### config.mk
export PLATFORM = sky130hd
export DESIGN_NAME = square_transposition_cipher_core
export DESIGN_NICKNAME = d
export VERILOG_FILES = /design/src/hdl/stc_pkg.sv /design/src/hdl/stc_sequencer.sv /design/src/hdl/stc_datapath.sv /design/src/hdl/square_transposition_cipher_core.sv
export VERILOG_INCLUDE_DIRS = /design/src /design/src/hdl
export SDC_FILE = /design/constraint.sdc
export NUM_CORES = 1
export LEC_CHECK = 0
export BUFFER_PORTS_ARGS = -buffer_cell sky130_fd_sc_hd__clkbuf_2
export CELL_PAD_IN_SITES_DETAIL_PLACEMENT = 0
export CELL_PAD_IN_SITES_GLOBAL_PLACEMENT = 2
export CORE_MARGIN = 2
export CORE_UTILIZATION = 52
export DETAILED_ROUTE_END_ITERATION = 8
export GPL_ROUTABILITY_DRIVEN = 1
export GPL_TIMING_DRIVEN = 1
export PLACE_DENSITY_LB_ADDON = 0.2
export SLEW_MARGIN = 10
export SYNTH_ARGS = -nofsm -noshare
export SYNTH_HDL_FRONTEND = slang
export SYNTH_SLANG_ARGS = --single-unit
### constraint.sdc
create_clock -name clk -period 6.9 [get_ports clk]
set_input_delay 1.38 -clock clk [delete_from_list [all_inputs] [get_ports clk]]
set_output_delay 1.38 -clock clk [all_outputs]
set_load 0.05 [all_outputs]
### src/hdl/square_transposition_cipher_core_assert.svh
// Assertion helpers shared by the cipher core modules.
`ifndef SQUARE_TRANSPOSITION_CIPHER_CORE_ASSERT_SVH
`define SQUARE_TRANSPOSITION_CIPHER_CORE_ASSERT_SVH

// Property checked on every rising clock edge outside reset.
`define STC_ASSERT(lbl, prop, msg) \
	lbl: assert property (@(posedge clk) disable iff (!arst_n) (prop)) else $error(msg);

// Condition in one cycle implies a condition in the next.
`define STC_ASSERT_NEXT(lbl, pre, post, msg) \
	lbl: assert property (@(posedge clk) disable iff (!arst_n) (pre) |=> (post)) else $error(msg);

`endif

### src/hdl/stc_pkg.sv
`default_nettype none

package stc_pkg;

	typedef enum logic [3:0] {
		OP_NOP,
		OP_LOAD,
		OP_INIT,
		OP_SQRT,
		OP_READ,
		OP_EMIT,
		OP_SPACE,
		OP_EMPTY,
		OP_CLEAR
	} op_t;

	typedef enum logic [2:0] {
		C_NEVER,
		C_ALWAYS,
		C_LAST,
		C_ZERO,
		C_SQDONE,
		C_DONE,
		C_NOSPACE
	} cond_t;

	typedef logic [3:0] step_t;

	localparam step_t ST_IDLE  = 4'd0;
	localparam step_t ST_CHKE  = 4'd1;
	localparam step_t ST_SQRT  = 4'd2;
	localparam step_t ST_RD    = 4'd3;
	localparam step_t ST_EMIT  = 4'd4;
	localparam step_t ST_TST   = 4'd5;
	localparam step_t ST_TSP   = 4'd6;
	localparam step_t ST_SPACE = 4'd7;
	localparam step_t ST_EMPTY = 4'd8;
	localparam step_t ST_FIN   = 4'd9;

	localparam logic [7:0] SPACE_CHAR = 8'h20;
	localparam logic [7:0] EMPTY_CHAR = 8'h00;

	typedef struct packed {
		op_t   op;
		cond_t cond;
		logic  hold;     // stay on this step while the condition is false
		logic  need_out; // step waits for a free output register
		step_t jmp;
	} ucode_t;

	// Sequencer to datapath
	typedef struct packed {
		op_t  op;
		logic go;
	} stc_ctl_t;

	// Datapath to sequencer
	typedef struct packed {
		logic last_acc;
		logic n_zero;
		logic sq_done;
		logic run_done;
		logic space_due;
		logic out_free;
	} stc_status_t;

	function automatic ucode_t ucode_rom(input step_t pc);
		ucode_t w;
		unique case (pc)
			ST_IDLE:  w = '{OP_LOAD,  C_LAST,    1'b1, 1'b0, ST_CHKE};
			ST_CHKE:  w = '{OP_INIT,  C_ZERO,    1'b0, 1'b0, ST_EMPTY};
			ST_SQRT:  w = '{OP_SQRT,  C_SQDONE,  1'b1, 1'b0, ST_RD};
			ST_RD:    w = '{OP_READ,  C_NEVER,   1'b0, 1'b0, ST_IDLE};
			ST_EMIT:  w = '{OP_EMIT,  C_NEVER,   1'b0, 1'b1, ST_IDLE};
			ST_TST:   w = '{OP_NOP,   C_DONE,    1'b0, 1'b0, ST_FIN};
			ST_TSP:   w = '{OP_NOP,   C_NOSPACE, 1'b0, 1'b0, ST_RD};
			ST_SPACE: w = '{OP_SPACE, C_ALWAYS,  1'b0, 1'b1, ST_RD};
			ST_EMPTY: w = '{OP_EMPTY, C_NEVER,   1'b0, 1'b1, ST_IDLE};
			ST_FIN:   w = '{OP_CLEAR, C_ALWAYS,  1'b0, 1'b0, ST_IDLE};
			default:  w = '{OP_NOP,   C_ALWAYS,  1'b0, 1'b0, ST_IDLE};
		endcase
		return w;
	endfunction

endpackage

`default_nettype wire

### src/hdl/stc_sequencer.sv
`default_nettype none

module stc_sequencer import stc_pkg::*; (
	input  wire logic        clk,
	input  wire logic        arst_n,
	input  wire stc_status_t status,
	output stc_ctl_t         ctl
);

	`include "square_transposition_cipher_core_assert.svh"

	step_t  pc_q;
	ucode_t word;
	logic   stall;
	logic   cond_true;

	assign word  = ucode_rom(pc_q);
	assign stall = word.need_out && !status.out_free;

	always_comb begin
		unique case (word.cond)
			C_NEVER:   cond_true = 1'b0;
			C_ALWAYS:  cond_true = 1'b1;
			C_LAST:    cond_true = status.last_acc;
			C_ZERO:    cond_true = status.n_zero;
			C_SQDONE:  cond_true = status.sq_done;
			C_DONE:    cond_true = status.run_done;
			C_NOSPACE: cond_true = !status.space_due;
			default:   cond_true = 1'b0;
		endcase
	end

	assign ctl.op = word.op;
	assign ctl.go = !stall;

	always_ff @(posedge clk or negedge arst_n) begin
		if (!arst_n) begin
			pc_q <= ST_IDLE;
		end else if (!stall) begin
			if (cond_true)
				pc_q <= word.jmp;
			else if (!word.hold)
				pc_q <= pc_q + 4'd1;
		end
	end

	`STC_ASSERT_NEXT(a_stall_holds, stall, $stable(pc_q), "step advanced while stalled")
	`STC_ASSERT(a_pc_range, pc_q <= ST_FIN, "step counter out of range")
	`STC_ASSERT_NEXT(a_last_starts, status.last_acc, pc_q == ST_CHKE, "closing word not taken up")

endmodule

`default_nettype wire

### src/hdl/stc_datapath.sv
`default_nettype none

module stc_datapath import stc_pkg::*; #(
	parameter int unsigned MAX_CHARS = 48
) (
	input  wire logic       clk,
	input  wire logic       arst_n,
	input  wire stc_ctl_t   ctl,
	input  wire logic       group_output,
	input  wire logic       in_valid,
	output logic            in_ready,
	input  wire logic [7:0] in_char,
	input  wire logic       is_last,
	output logic            out_valid,
	input  wire logic       out_ready,
	output logic [7:0]      out_char,
	output logic            out_last,
	output logic            overflowed,
	output logic            empty_text,
	output stc_status_t     status
);

	`include "square_transposition_cipher_core_assert.svh"

	localparam int CNT_W  = $clog2(MAX_CHARS + 1);
	localparam int IDX_W  = CNT_W + 1;
	localparam int ADDR_W = (MAX_CHARS > 1) ? $clog2(MAX_CHARS) : 1;

	logic [7:0]       mem [MAX_CHARS];
	logic [7:0]       rd_q;
	logic [CNT_W-1:0] cnt_q;
	logic             ovf_q;
	logic [CNT_W-1:0] side_q;
	logic [IDX_W-1:0] idx_q;
	logic [CNT_W-1:0] col_q;
	logic [CNT_W-1:0] emit_q;
	logic [CNT_W-1:0] grp_q;
	logic             out_valid_q;

	logic [7:0]         folded;
	logic               keep;
	logic               accept;
	logic               room;
	logic [2*CNT_W-1:0] sq;
	logic [IDX_W-1:0]   idx_sum;
	logic               wrap;
	logic [CNT_W-1:0]   col_inc;
	logic [CNT_W-1:0]   emit_inc;
	logic [CNT_W-1:0]   grp_inc;
	logic               out_free;
	logic               do_emit;
	logic               do_space;
	logic               do_empty;

	// case fold, then letters and digits only
	always_comb begin
		folded = in_char;
		if (in_char >= "A" && in_char <= "Z")
			folded = in_char + 8'h20;
	end
	assign keep = (folded >= "a" && folded <= "z") || (folded >= "0" && folded <= "9");

	assign in_ready = (ctl.op == OP_LOAD);
	assign accept   = in_ready && in_valid;
	assign room     = cnt_q < CNT_W'(MAX_CHARS);

	assign sq       = {{CNT_W{1'b0}}, side_q} * {{CNT_W{1'b0}}, side_q};
	// walk down a column; past the end, restart at top of next column
	assign idx_sum  = idx_q + {1'b0, side_q};
	assign wrap     = idx_sum >= {1'b0, cnt_q};
	assign col_inc  = col_q + 1'b1;
	assign emit_inc = emit_q + 1'b1;
	assign grp_inc  = grp_q + 1'b1;

	assign out_free = !out_valid_q || out_ready;
	assign do_emit  = ctl.go && (ctl.op == OP_EMIT);
	assign do_space = ctl.go && (ctl.op == OP_SPACE);
	assign do_empty = ctl.go && (ctl.op == OP_EMPTY);

	assign status.last_acc  = accept && is_last;
	assign status.n_zero    = (cnt_q == '0);
	assign status.sq_done   = sq >= {{CNT_W{1'b0}}, cnt_q};
	assign status.run_done  = (emit_q == cnt_q);
	assign status.space_due = group_output && (grp_q == '0);
	assign status.out_free  = out_free;

	always_ff @(posedge clk) begin
		if (accept && keep && room)
			mem[cnt_q[ADDR_W-1:0]] <= folded;
		if (ctl.op == OP_READ)
			rd_q <= mem[idx_q[ADDR_W-1:0]];
	end

	always_ff @(posedge clk or negedge arst_n) begin
		if (!arst_n) begin
			cnt_q       <= '0;
			ovf_q       <= 1'b0;
			out_valid_q <= 1'b0;
		end else begin
			if (accept && keep) begin
				if (room)
					cnt_q <= cnt_q + 1'b1;
				else
					ovf_q <= 1'b1;
			end
			if (ctl.op == OP_CLEAR) begin
				cnt_q <= '0;
				ovf_q <= 1'b0;
			end
			if (do_emit || do_space || do_empty)
				out_valid_q <= 1'b1;
			else if (out_ready)
				out_valid_q <= 1'b0;
		end
	end

	always_ff @(posedge clk) begin
		if (ctl.op == OP_INIT) begin
			side_q <= '0;
			idx_q  <= '0;
			col_q  <= '0;
			emit_q <= '0;
			grp_q  <= '0;
		end
		if (ctl.op == OP_SQRT && !status.sq_done)
			side_q <= side_q + 1'b1;
		if (do_emit) begin
			out_char   <= rd_q;
			out_last   <= (emit_inc == cnt_q);
			overflowed <= ovf_q;
			empty_text <= 1'b0;
			emit_q     <= emit_inc;
			grp_q      <= (grp_inc == side_q) ? '0 : grp_inc;
			if (wrap) begin
				col_q <= col_inc;
				idx_q <= {1'b0, col_inc};
			end else begin
				idx_q <= idx_sum;
			end
		end
		if (do_space) begin
			out_char   <= SPACE_CHAR;
			out_last   <= 1'b0;
			overflowed <= ovf_q;
			empty_text <= 1'b0;
		end
		if (do_empty) begin
			out_char   <= EMPTY_CHAR;
			out_last   <= 1'b1;
			overflowed <= ovf_q;
			empty_text <= 1'b1;
		end
	end

	assign out_valid = out_valid_q;

	`STC_ASSERT(a_cnt_bound, cnt_q <= CNT_W'(MAX_CHARS), "char count above capacity")
	`STC_ASSERT(a_read_written, (ctl.op != OP_READ) || (idx_q < {1'b0, cnt_q}), "read past stored text")
	`STC_ASSERT(a_emit_bound, (ctl.op != OP_EMIT) || (emit_q < cnt_q), "more words than stored chars")
	`STC_ASSERT_NEXT(a_emit_loads, do_emit || do_space || do_empty, out_valid_q, "result word lost")

endmodule

`default_nettype wire

### src/hdl/square_transposition_cipher_core.sv
`default_nettype none

// Crypto-square cipher. Text bytes load at one word per cycle; letters are folded
// to lower case, anything but letters and digits is dropped, and up to MAX_CHARS
// characters are kept (more sets the overflowed flag for the run). The word with
// is_last high closes the text; no input is taken until its whole result burst
// is loaded into the output register. A small microcoded sequencer then runs: a
// step to test for empty text, a narrow multiply-compare search for the square
// side (at most 7 for 48 characters), then per cipher character a store read, an
// output load and two branch steps (only the first for the final one), plus a
// space step per inserted space, and a final step to clear the store count. Empty
// text gives a single word with out_char 0 and empty_text set, loaded into the
// output register by the empty-text step after the test. Output stalls only hold
// the sequencer. group_output is written on the cfg channel and is always ready.
module square_transposition_cipher_core import stc_pkg::*; #(
	parameter int unsigned MAX_CHARS = 48
) (
	input  wire logic       clk,
	input  wire logic       arst_n,
	input  wire logic       cfg_valid,
	output logic            cfg_ready,
	input  wire logic       cfg_data,
	input  wire logic       in_valid,
	output logic            in_ready,
	input  wire logic [7:0] in_char,
	input  wire logic       is_last,
	output logic            out_valid,
	input  wire logic       out_ready,
	output logic [7:0]      out_char,
	output logic            out_last,
	output logic            overflowed,
	output logic            empty_text
);

	logic        group_q;
	stc_ctl_t    ctl;
	stc_status_t status;

	assign cfg_ready = 1'b1;

	always_ff @(posedge clk or negedge arst_n) begin
		if (!arst_n)
			group_q <= 1'b0;
		else if (cfg_valid)
			group_q <= cfg_data;
	end

	stc_sequencer u_seq (
		.clk    (clk),
		.arst_n (arst_n),
		.status (status),
		.ctl    (ctl)
	);

	stc_datapath #(
		.MAX_CHARS (MAX_CHARS)
	) u_dp (
		.clk          (clk),
		.arst_n       (arst_n),
		.ctl          (ctl),
		.group_output (group_q),
		.in_valid     (in_valid),
		.in_ready     (in_ready),
		.in_char      (in_char),
		.is_last      (is_last),
		.out_valid    (out_valid),
		.out_ready    (out_ready),
		.out_char     (out_char),
		.out_last     (out_last),
		.overflowed   (overflowed),
		.empty_text   (empty_text),
		.status       (status)
	);

endmodule

`default_nettype wire
==> results of run 1 <==
cell type report:
type	count	share of cell area
inverters	46	0.007957
repair buffers	43	0.01234
flip-flops and latches	447	0.6082
diodes	1	0.0001153
well taps	468	0.02698
multi-input cells	603	0.2764
clock inverters	18	0.009629
clock buffers	63	0.05841
state kept, by name, summed over array words and instances (netlist names):
signal and count:
u_dp.empty_text 1, u_dp.side_q 6, group_q 1, u_dp.idx_q 7, u_dp.ovf_q 1, u_dp.overflowed 1, u_dp.cnt_q 6, u_dp.out_last 1
u_dp.rd_q 8, u_dp.col_q 6, u_seq.pc_q 4, u_dp.grp_q 6, u_dp.mem 384, u_dp.emit_q 6, u_dp.out_valid 1, u_dp.out_char 8
power by group:
part | switching [mW] | leakage [nW] | internal [mW]
logic | 2.29 | 2.48 | 1.74
registers | 0.303 | 4.07 | 3.20
clock network | 1.01 | 0.718 | 1.44
total | 3.60 | 7.27 | 6.38
worst max-delay path by stage:
| stage | startpoint | end | slack, ns | cells past startpoint |
|---|---|---|---|---|
| after global placement | in_char[1] | u_dp.mem[27][6] | 1.75 | 9 |
| after floorplan | in_char[2] | u_dp.mem[31][0] | 1.79 | 7 |
| after global routing | u_dp.side_q[3] | u_seq.pc_q[1] | 1.32 | 19 |
| after CTS | u_dp.side_q[3] | u_seq.pc_q[1] | 1.64 | 19 |
| after detailed placement | u_dp.side_q[3] | u_seq.pc_q[1] | 1.66 | 19 |
| final | u_dp.side_q[2] | u_seq.pc_q[1] | 1.65 | 19 |
metal layers:
layer / track usage / up-vias / share of wire / wire, um
met2: 0.3675 / 375 / 0.47 / 20640
met1: 0.3315 / 5181 / 0.43 / 18790
li1: - / 4567 / - / -
met5: 0 / - / 0 / 0
met4: 0.06126 / 0 / 0.023 / 1004
met3: 0.05212 / 59 / 0.074 / 3232
per-stage QoR:
stage	util	setup WS (ns)
2_1_floorplan	-	1.788
3_3_place_gp	0.5497	1.750
3_5_place_dp	0.5497	1.655
4_1_cts	0.5898	1.644
5_1_grt	0.5898	1.319
6_report	0.5899	1.649
placed cells by master (no fill, tap or decap), drive strengths merged, types with 3 or more instances in the layout:
cell type	netlist	final
dfrtp	13	13
clkinv	2	13
clkbuf	31	90
a21oi	34	34
o21a	4	4
o211ai	4	4
dfxtp	16	16
bufinv	0	4
xnor2	29	29
fa	8	8
inv	44	46
or2	3	3
nor2b	6	6
buf	16	16
a211oi	4	4
mux2i	20	20
nor2	99	99
nand4	5	5
nand3	26	26
o21ai	23	23
o21bai	3	3
and3	5	5
nand2b	6	6
edfxtp	418	418
xor2	20	20
nor3	14	14
a31oi	4	4
and2	12	12
mux4	120	120
o22ai	4	4
ha	46	46
a21o	11	11
nand2	59	59
worst register-to-register path: stages (launching register included):
cell and delay [ns]:
edfxtp_1 0.50, inv_1 0.21, nor2_1 0.25, xnor2_1 0.11
ha_1 0.28, inv_1 0.05, fa_1 0.48, inv_1 0.05
fa_1 0.47, ha_1 0.35, xor2_1 0.16, ha_1 0.29
a21oi_1 0.07, o31ai_1 0.06, a311oi_1 0.07, nand4_1 0.11
nor3_1 0.08, o41ai_1 1.07, mux2i_1 0.17, a221o_1 0.29
kinds of logic after synthesis:
| family | count (synthesis) | share of synthesized area |
|---|---|---|
| buffers and inverters | 93 | 0.01827 |
| muxes | 141 | 0.1493 |
| xor gates and xnor gates | 49 | 0.02199 |
| DFF | 447 | 0.6762 |
| other | 2 | 0.0003848 |
| adders and majority gates | 54 | 0.03770 |
| and+or+nand+nor | 247 | 0.05924 |
| AOI/OAI and AO/OA | 110 | 0.03686 |
==> flow_summary.json, run 1 <==
{
  "outcome": "finished clean",
  "r2r_cells": 19,
  "endpoint_kind": "register",
  "instances_no_fill": 1689,
  "maxCapViolCount": 0,
  "finalNetCount": 1256,
  "rows": 70,
  "clock_skew_ns": 0.01385,
  "dp.cells": 1607,
  "async_flop_share": 0.02908,
  "hold_end": "u_dp.out_last",
  "syn-cell-area_um2": 19520,
  "whs_path_depth": 2,
  "crit_buf_inv": 3,
  "track_usage": 0.2326,
  "path_cells": "inv_1, nor2_1, xnor2_1, ha_1, inv_1, fa_1, inv_1, fa_1, ha_1, xor2_1, ha_1, a21oi_1, o31ai_1, a311oi_1, nand4_1, nor3_1, o41ai_1, mux2i_1, a221o_1",
  "worstPathRequired_ns": 7.35,
  "clk_latency_ns": 0.58,
  "port_buffers": 27,
  "synth.avg_cell_area_um2": 17.07,
  "gp_congestion": 0.7950,
  "worstPathArrival_ns": 5.70,
  "synth_common_cells": "edfxtp_1 (418), mux4_2 (120), nor2_1 (99)",
  "syn-num-nets": 1212,
  "cts_root_buffer": "clkbuf_16",
  "synth_top_cell_area_share": 0.6432,
  "clockBufferDepth": 3,
  "period_share": 0.7610,
  "grt_max_degree": 97,
  "vias_per_cell": 6.028,
  "r2r_slack_ns": 1.65,
  "worst_r2r_endpoint": "u_seq.pc_q[1]",
  "grt_pass1_vias": 10227,
  "synth_edf_count": 418,
  "grt_pass1_wl_um": 65390,
  "dp_hpwl_um": 28060,
  "cts_sinks": 447,
  "slew_headroom": 0.1880,
  "worst-path-max-fanout": 6,
  "synth_seq_cells": 447,
  "hold_path.class": "register to register",
  "fin_crit_ns": 5.251,
  "yosys_warnings": 0,
  "crit_type": "register to register",
  "startpoint_type": "register",
  "placed_cell_area_um2": 20220,
  "yosys.cell_count.top_type": "edfxtp_1",
  "htreeDepth": 2,
  "final_cell_area_um2": 21700,
  "worst_pin_slew_ns": 1.202,
  "p_leak_nw": 7.271,
  "overflow": 0,
  "synthToLayoutAreaGrowth_pct": 11.19,
  "cts-resized-gates": 0,
  "whs_ns": 0.4673,
  "power.density_nw_per_um2": 460.1,
  "n_fill_cell": 2751,
  "antenna_found_initial": 1,
  "drive_gt1_frac": 0.1992,
  "slowest_delay_ns": 1.07,
  "cts_hold_buffers": 0,
  "fmax_mhz": 190.5,
  "synth_cell_type_count": 63,
  "drcViolationCount": 0,
  "die-area_um2": 39100,
  "finalSetupViolCount": 0,
  "first_iter_violations": 961,
  "ys.flop_type": "edfxtp_1",
  "slowest_stage": "o41ai_1",
  "power_mw": 9.985,
  "core-area_um2": 36790,
  "vias": 10182,
  "rsz0062_at_grt": "no",
  "cts_buffers": 46,
  "multi_input_area_um2": 5997,
  "final-max-slew-violation-count": 0,
  "finalHoldViolations": 0,
  "cpLargestDelayFamily": "adder cells",
  "fp.dieW_um": 197.7,
  "io_pins": 29,
  "synthTopCellsByArea": "edfxtp_1 (64%), mux4_2 (14%), ha_1 (2.9%), nor2_1 (1.9%), dfrtp_1 (1.7%)",
  "seq_area_um2": 13200,
  "postCtsSetupBuffers": 0,
  "synthCells": 1143,
  "hold_start": "u_dp.out_last",
  "die_h_um": 197.7,
  "ant_nets": 0,
  "tns_ns": 0,
  "clkTransAtPathRegs_ns": 0.07,
  "reg2reg_from": "u_dp.side_q[2]",
  "drt_pass1_iterations": 5,
  "wl_per_cell_um": 25.85,
  "cts_tree": "built",
  "yosysSeqAreaShare": 0.6762,
  "wirelength_um": 43660,
  "start_util": 0.5305,
  "ir_drop_uv": 251.2,
  "netlist.top_cell.by_area": "edfxtp_1"
}
Note: power is estimated with default switching activity, not from simulation.
==> run 2, diff against run 1 <==
Settings changed: CORE_UTILIZATION 52 to 44.
Clock period 6.9 ns to 4.4 ns, I/O delays scaled along.
==> run 2 against run 1 <==
Effect of this change:
- critical path depth rose by 2
- cell area rose by 4.7%
- clock skew rose by 0.011 ns
- global-route usage fell by 3.4 points
- combinational power rose by 80%
- register-to-register slack got worse by 1.6 ns
- fmax rose by 20%
- worst setup slack got worse by 1.6 ns
- utilization fell by 7.4 points
- largest cell class unchanged
- largest power group unchanged
==> flow_summary.json, run 2 (synthesized netlist as in run 1, its figures left out) <==
{
  "die_h_um": 214.6,
  "start_util": 0.4433,
  "pre_cts_ws_ns": -0.1377,
  "htreeDepth": 2,
  "slew_headroom": 0.3390,
  "port_buffers": 27,
  "io_pins": 29,
  "rows": 77,
  "first_iter_violations": 866,
  "worstPathArrival_ns": 4.83,
  "power.density_nw_per_um2": 722.5,
  "cts_buffers": 47,
  "worst_pin_slew_ns": 0.9839,
  "clock_skew_ns": 0.02498,
  "vias": 10465,
  "p_leak_nw": 7.804,
  "finalSetupViolCount": 0,
  "rsz0062_at_grt": "yes",
  "grt_pass1_vias": 10710,
  "die-area_um2": 46060,
  "finalHoldViolations": 0,
  "fmax_mhz": 228.1,
  "drt_pass1_iterations": 5,
  "worst-path-max-fanout": 8,
  "fin_ws_ns": 0.01674,
  "n_fill_cell": 3615,
  "dp.cells": 1820,
  "layout_commonest_cell": "edfxtp_1",
  "startpoint_type": "register",
  "synthToLayoutAreaGrowth_pct": 16.37,
  "track_usage": 0.1985,
  "ant_nets": 0,
  "finalNetCount": 1350,
  "overflow": 0,
  "grt_pass1_wl_um": 67800,
  "gp_congestion": 0.7683,
  "grt_max_degree": 97,
  "clockBufferDepth": 3,
  "clkTransAtPathRegs_ns": 0.06,
  "clk_latency_ns": 0.59,
  "endpoint_kind": "register",
  "worstPathRequired_ns": 4.84,
  "fin_crit_ns": 4.383,
  "cts_tree": "built",
  "cts_sinks": 447,
  "outcome": "finished clean",
  "antenna_cells": 0,
  "core-area_um2": 44030,
  "ir_drop_uv": 569.7,
  "cts_root_buffer": "clkbuf_16",
  "cts_hold_buffers": 0,
  "wl_per_cell_um": 23.40,
  "crit_type": "register to register",
  "period_share": 0.9962,
  "drcViolationCount": 0,
  "hold_path.class": "input pin to asynchronous set/reset pin",
  "mostFrequentLayoutCells": "edfxtp_1 (418), mux4_2 (120), buf_4 (101)",
  "wirelength_um": 44670,
  "power_mw": 16.41,
  "final-max-slew-violation-count": 0,
  "vias_per_cell": 5.482,
  "fp.dieW_um": 214.6,
  "largest_reg_flops": 384,
  "maxCapViolCount": 0,
  "drive_gt1_frac": 0.2718,
  "r2r_cells": 21,
  "dp_hpwl_um": 29310,
  "instances_no_fill": 1909,
  "antenna_found_initial": 0
}
## run 2: cell count changes in the layout (fill, tap and decap cells not counted), moves of 5 or more
cell      change
nor2_1        -6
buf_6         +5
clkinv_1      +9
buf_4        +86
## run 2: layout make-up
type | instances | area, um^2 | share of cell area
Clock buffer | 60 | 1235 | 0.05437
Clock inverter | 25 | 230.2 | 0.01014
Inverter | 46 | 172.7 | 0.007602
Multi-Input combinational cell | 603 | 6126 | 0.2697
Sequential cell | 447 | 13200 | 0.5811
Tap cell | 592 | 740.7 | 0.03261
Timing Repair Buffer | 136 | 1010 | 0.04446
## run 2: critical path: stages (launching register included)
cell and delay, ns:
edfxtp_1 0.41, buf_6 0.17, nand2_1 0.10, fa_1 0.50, inv_1 0.04, ha_1 0.26, inv_1 0.05, fa_1 0.49
inv_1 0.05, ha_1 0.22, xor2_1 0.17, ha_1 0.32, a21oi_2 0.15, o31ai_2 0.08, a311oi_1 0.24, nand4_1 0.19
nor3_4 0.19, buf_6 0.13, o41ai_4 0.07, buf_4 0.18, mux2i_1 0.14, o22ai_1 0.09
## run 2: per-layer routing
metal,GRT usage,part of all wire,up-vias
li1,-,-,4744
met1,0.2818,0.46,5422
met2,0.3104,0.47,230
met3,0.03589,0.047,69
met4,0.07014,0.029,0
met5,0,0,-
## run 2: path summary, 6_finish.rpt
check | from | endpoint | slack [ns]
max in group asynchronous | arst_n | u_dp.cnt_q[1] | 3.88
worst max register to register | u_dp.side_q[1] | u_seq.pc_q[3] | 0.02
worst min register to register | u_dp.out_char[7] | u_dp.out_char[7] | 0.46
worst min-delay path | arst_n | u_dp.out_valid | 0.22
min in group clk | u_dp.out_char[7] | u_dp.out_char[7] | 0.46
worst max-delay path | u_dp.side_q[1] | u_seq.pc_q[3] | 0.02
## run 2: power by group
| part | switching [mW] | internal [mW] | leakage, nW |
|---|---|---|---|
| Clock | 1.62 | 2.21 | 0.712 |
| Combinational | 4.02 | 3.24 | 3.02 |
| Sequential | 0.307 | 5.02 | 4.07 |
## run 2: timing repair
item / in CTS / in global routing
gates resized for setup: 21 / 10
pin swaps: 18 / 9
setup buffers: 4 / 0
setup endpoints to repair: 16 / 16
endpoints found under the hold margin: 0 / 0
## run 2: metrics by stage
| stage | util | area (um^2) | hold slack, ns | setup TNS (ns) |
|---|---|---|---|---|
| 2_1_floorplan | - | 19540 | 0.4257 | 0 |
| 3_3_place_gp | 0.4789 | 21080 | 0.4480 | -0.3429 |
| 3_5_place_dp | 0.4789 | 21080 | 0.4495 | -1.672 |
| 4_1_cts | 0.5150 | 22680 | 0.1959 | -0.01036 |
| 5_1_grt | 0.5158 | 22710 | 0.2249 | -2.191 |
| 6_report | 0.5158 | 22710 | 0.2199 | 0 |
==> run 3, diff against run 2 <==
Settings changed: CORE_UTILIZATION 44 to 43, SYNTH_HIERARCHICAL set to 1.
==> run 3 against run 2 <==
Effect of this change:
- the run now ends with negative setup slack left
- synthesized area increased by 0.38%
- register-to-register slack got worse by 0.46 ns
- count of clock-buffer cells in the layout is 5 lower
- largest power group unchanged
- sequential share of layout area is 0.20 points lower
- largest cell class unchanged
- critical path type unchanged
- utilization decreased by 1.1 points
- die area increased by 2.7%
- flip-flop and latch count unchanged
- worst setup slack lost 0.46 ns
- fmax is 9.5% lower
==> flow_summary.json, run 3 <==
{
  "outcome": "complete, but fails checks",
  "failed_checks": "negative setup slack",
  "whs_ns": 0.2308,
  "path_cells": "nand2_2, xnor2_2, ha_4, inv_2, fa_1, inv_1, fa_1, ha_4, xor2_2, ha_1, a21oi_2, o21ai_2, nor3_2, nand2_1, or4_4, nand2b_4, a21oi_2, o32a_4, o31ai_4, mux2_4, a22o_1",
  "clockBufferDepth": 3,
  "yosys.cell_count.top_type": "edfxtp_1",
  "reg2reg_from": "u_dp/side_q[4]",
  "gp_congestion": 0.7790,
  "fp.dieW_um": 217.5,
  "synth_cell_type_count": 77,
  "slew_headroom": 0.3266,
  "startpoint_type": "register",
  "r2r_slack_ns": -0.44,
  "cts_sinks": 447,
  "worst_r2r_endpoint": "u_seq/pc_q[3]",
  "synth-xor-area-share": 0.01922,
  "cts_tree": "built",
  "seq_area_um2": 13200,
  "syn-num-nets": 1254,
  "endpoint_kind": "register",
  "grtUsageMet1": 0.2701,
  "worst_pin_slew_ns": 1.010,
  "finalHoldViolations": 0,
  "power.density_nw_per_um2": 756.0,
  "fin_crit_ns": 4.842,
  "ys.flop_type": "edfxtp_1",
  "busiest_layer": "met2",
  "synthTopCellsByArea": "edfxtp_1 (64%), mux4_2 (12%), ha_1 (2.9%), nor2_1 (1.8%), dfrtp_1 (1.7%)",
  "vias": 10623,
  "layout_commonest_cell": "edfxtp_1",
  "syn-cell-area_um2": 19590,
  "synthToLayoutAreaGrowth_pct": 16.32,
  "period_share": 1.100,
  "synth.avg_cell_area_um2": 16.53,
  "pre_cts_ws_ns": -0.7185,
  "clk_latency_ns": 0.60,
  "drt_pass1_iterations": 5,
  "clkTransAtPathRegs_ns": 0.06,
  "synth-simple-area-share": 0.06578,
  "grt_pass1_vias": 10814,
  "htreeDepth": 2,
  "slowest_stage": "fa_1",
  "cts_hold_buffers": 0,
  "synth_common_cells": "edfxtp_1 (418), mux4_2 (104), nor2_1 (92)",
  "utilization": 0.5043,
  "rows": 78,
  "async_flop_share": 0.02908,
  "antenna_found_initial": 1,
  "finalSetupViolCount": 4,
  "cpLargestDelayFamily": "adder cells",
  "use_met2": 0.3154,
  "die-area_um2": 47280,
  "drcViolationCount": 0,
  "p_leak_nw": 7.780,
  "n_fill_cell": 3789,
  "antenna_cells": 0,
  "overflow": 0,
  "synth_seq_cells": 447,
  "rsz0062_at_grt": "yes",
  "worstPathRequired_ns": 4.87,
  "mostFrequentLayoutCells": "edfxtp_1 (418), buf_4 (108), mux4_2 (104)",
  "vias_per_cell": 5.439,
  "instances_no_fill": 1953,
  "netlist.top_cell.by_area": "edfxtp_1",
  "cts_root_buffer": "clkbuf_16",
  "tns_ns": -1.439,
  "r2r_cells": 21,
  "final_cell_area_um2": 22790,
  "final-max-slew-violation-count": 0,
  "maxCapViolCount": 0,
  "fmax_mhz": 206.5,
  "core-area_um2": 45190,
  "synthCells": 1185,
  "cts_buffers": 47,
  "grt_pass1_wl_um": 67320,
  "worstPathArrival_ns": 5.31,
  "placed_cell_area_um2": 21080,
  "synth_adder_area_share": 0.03755,
  "hold_path.class": "input pin to asynchronous set/reset pin",
  "io_pins": 29,
  "fin_ws_ns": -0.4419,
  "wl_per_cell_um": 22.78,
  "power_mw": 17.23,
  "finalNetCount": 1387,
  "multi_input_area_um2": 6118,
  "port_buffers": 27,
  "dp.cells": 1861,
  "wirelength_um": 44500,
  "synth_edf_count": 418,
  "largest_reg_flops": 384,
  "yosysSeqAreaShare": 0.6736,
  "synth_top_cell_area_share": 0.6407,
  "worst-path-max-fanout": 4,
  "clock_skew_ns": 0.03579,
  "die_h_um": 217.5,
  "crit_buf_inv": 2,
  "grt_use_met3": 0.02273,
  "synth_compound_area_frac": 0.05537,
  "track_usage": 0.1930,
  "ir_drop_uv": 719.3,
  "dp_hpwl_um": 28170,
  "yosys_warnings": 6,
  "first_iter_violations": 766,
  "crit_type": "register to register",
  "synth_top_family_by_area": "multiplexers",
  "grt_max_degree": 97,
  "slowest_delay_ns": 0.52,
  "drive_gt1_frac": 0.2698,
  "synthMuxAreaShare": 0.1257,
  "start_util": 0.4336,
  "ant_nets": 0
}
-- run 3: report_power, final --
group          switching, mW  total (mW)  internal, mW
Clock                   1.64        3.92          2.27
Combinational           4.33        8.01          3.68
Sequential             0.301        5.30          5.00
Total                   6.28        17.2          11.0
-- run 3: layout make-up --
class	instances	share of cell area
clock buffer	55	0.05293
clock inverter	29	0.01438
inverter	48	0.007906
multi-input combinational	635	0.2685
sequential	447	0.5791
tap	600	0.03294
timing repair buffer	139	0.04425
-- run 3: how the worst max path moves through the flow --
stage	from	endpoint	slack, ns	cells after the start
3_5_place_dp	u_dp/side_q[0]	u_seq/pc_q[3]	-0.72	21
4_1_cts	u_dp/side_q[4]	u_seq/pc_q[3]	-0.53	21
3_3_place_gp	u_dp/side_q[0]	u_seq/pc_q[3]	-0.65	21
2_1_floorplan	u_dp/side_q[5]	u_seq/pc_q[3]	-0.51	22
6_report	u_dp/side_q[4]	u_seq/pc_q[3]	-0.44	21
5_1_grt	u_dp/side_q[5]	u_seq/pc_q[3]	-0.63	21
-- run 3: layer usage --
metal	vias up	routed length, um
li1	4898	-
met1	5414	20070
met2	240	21370
met3	71	1791
met4	0	1268
met5	-	0
-- run 3: cell families (layout without fill, tap and decap cells) --
kind of cell             after synthesis  in the layout
multiplexers                         115            115
buffers and inverters                103            271
other                                  2              2
AO/OA/AOI/OAI                        160            160
adder cells (fa/ha/maj)               54             54
flip-flops                           447            447
AND/OR/NAND/NOR                      261            261
XOR/XNOR                              43             43
-- run 3: what timing repair did --
action | in CTS | in global routing
buffers inserted | 14 | 0
gates cloned | 0 | 0
resized for setup | 14 | 12
pin swaps | 20 | 19
endpoints found under the setup margin | 4 | 16
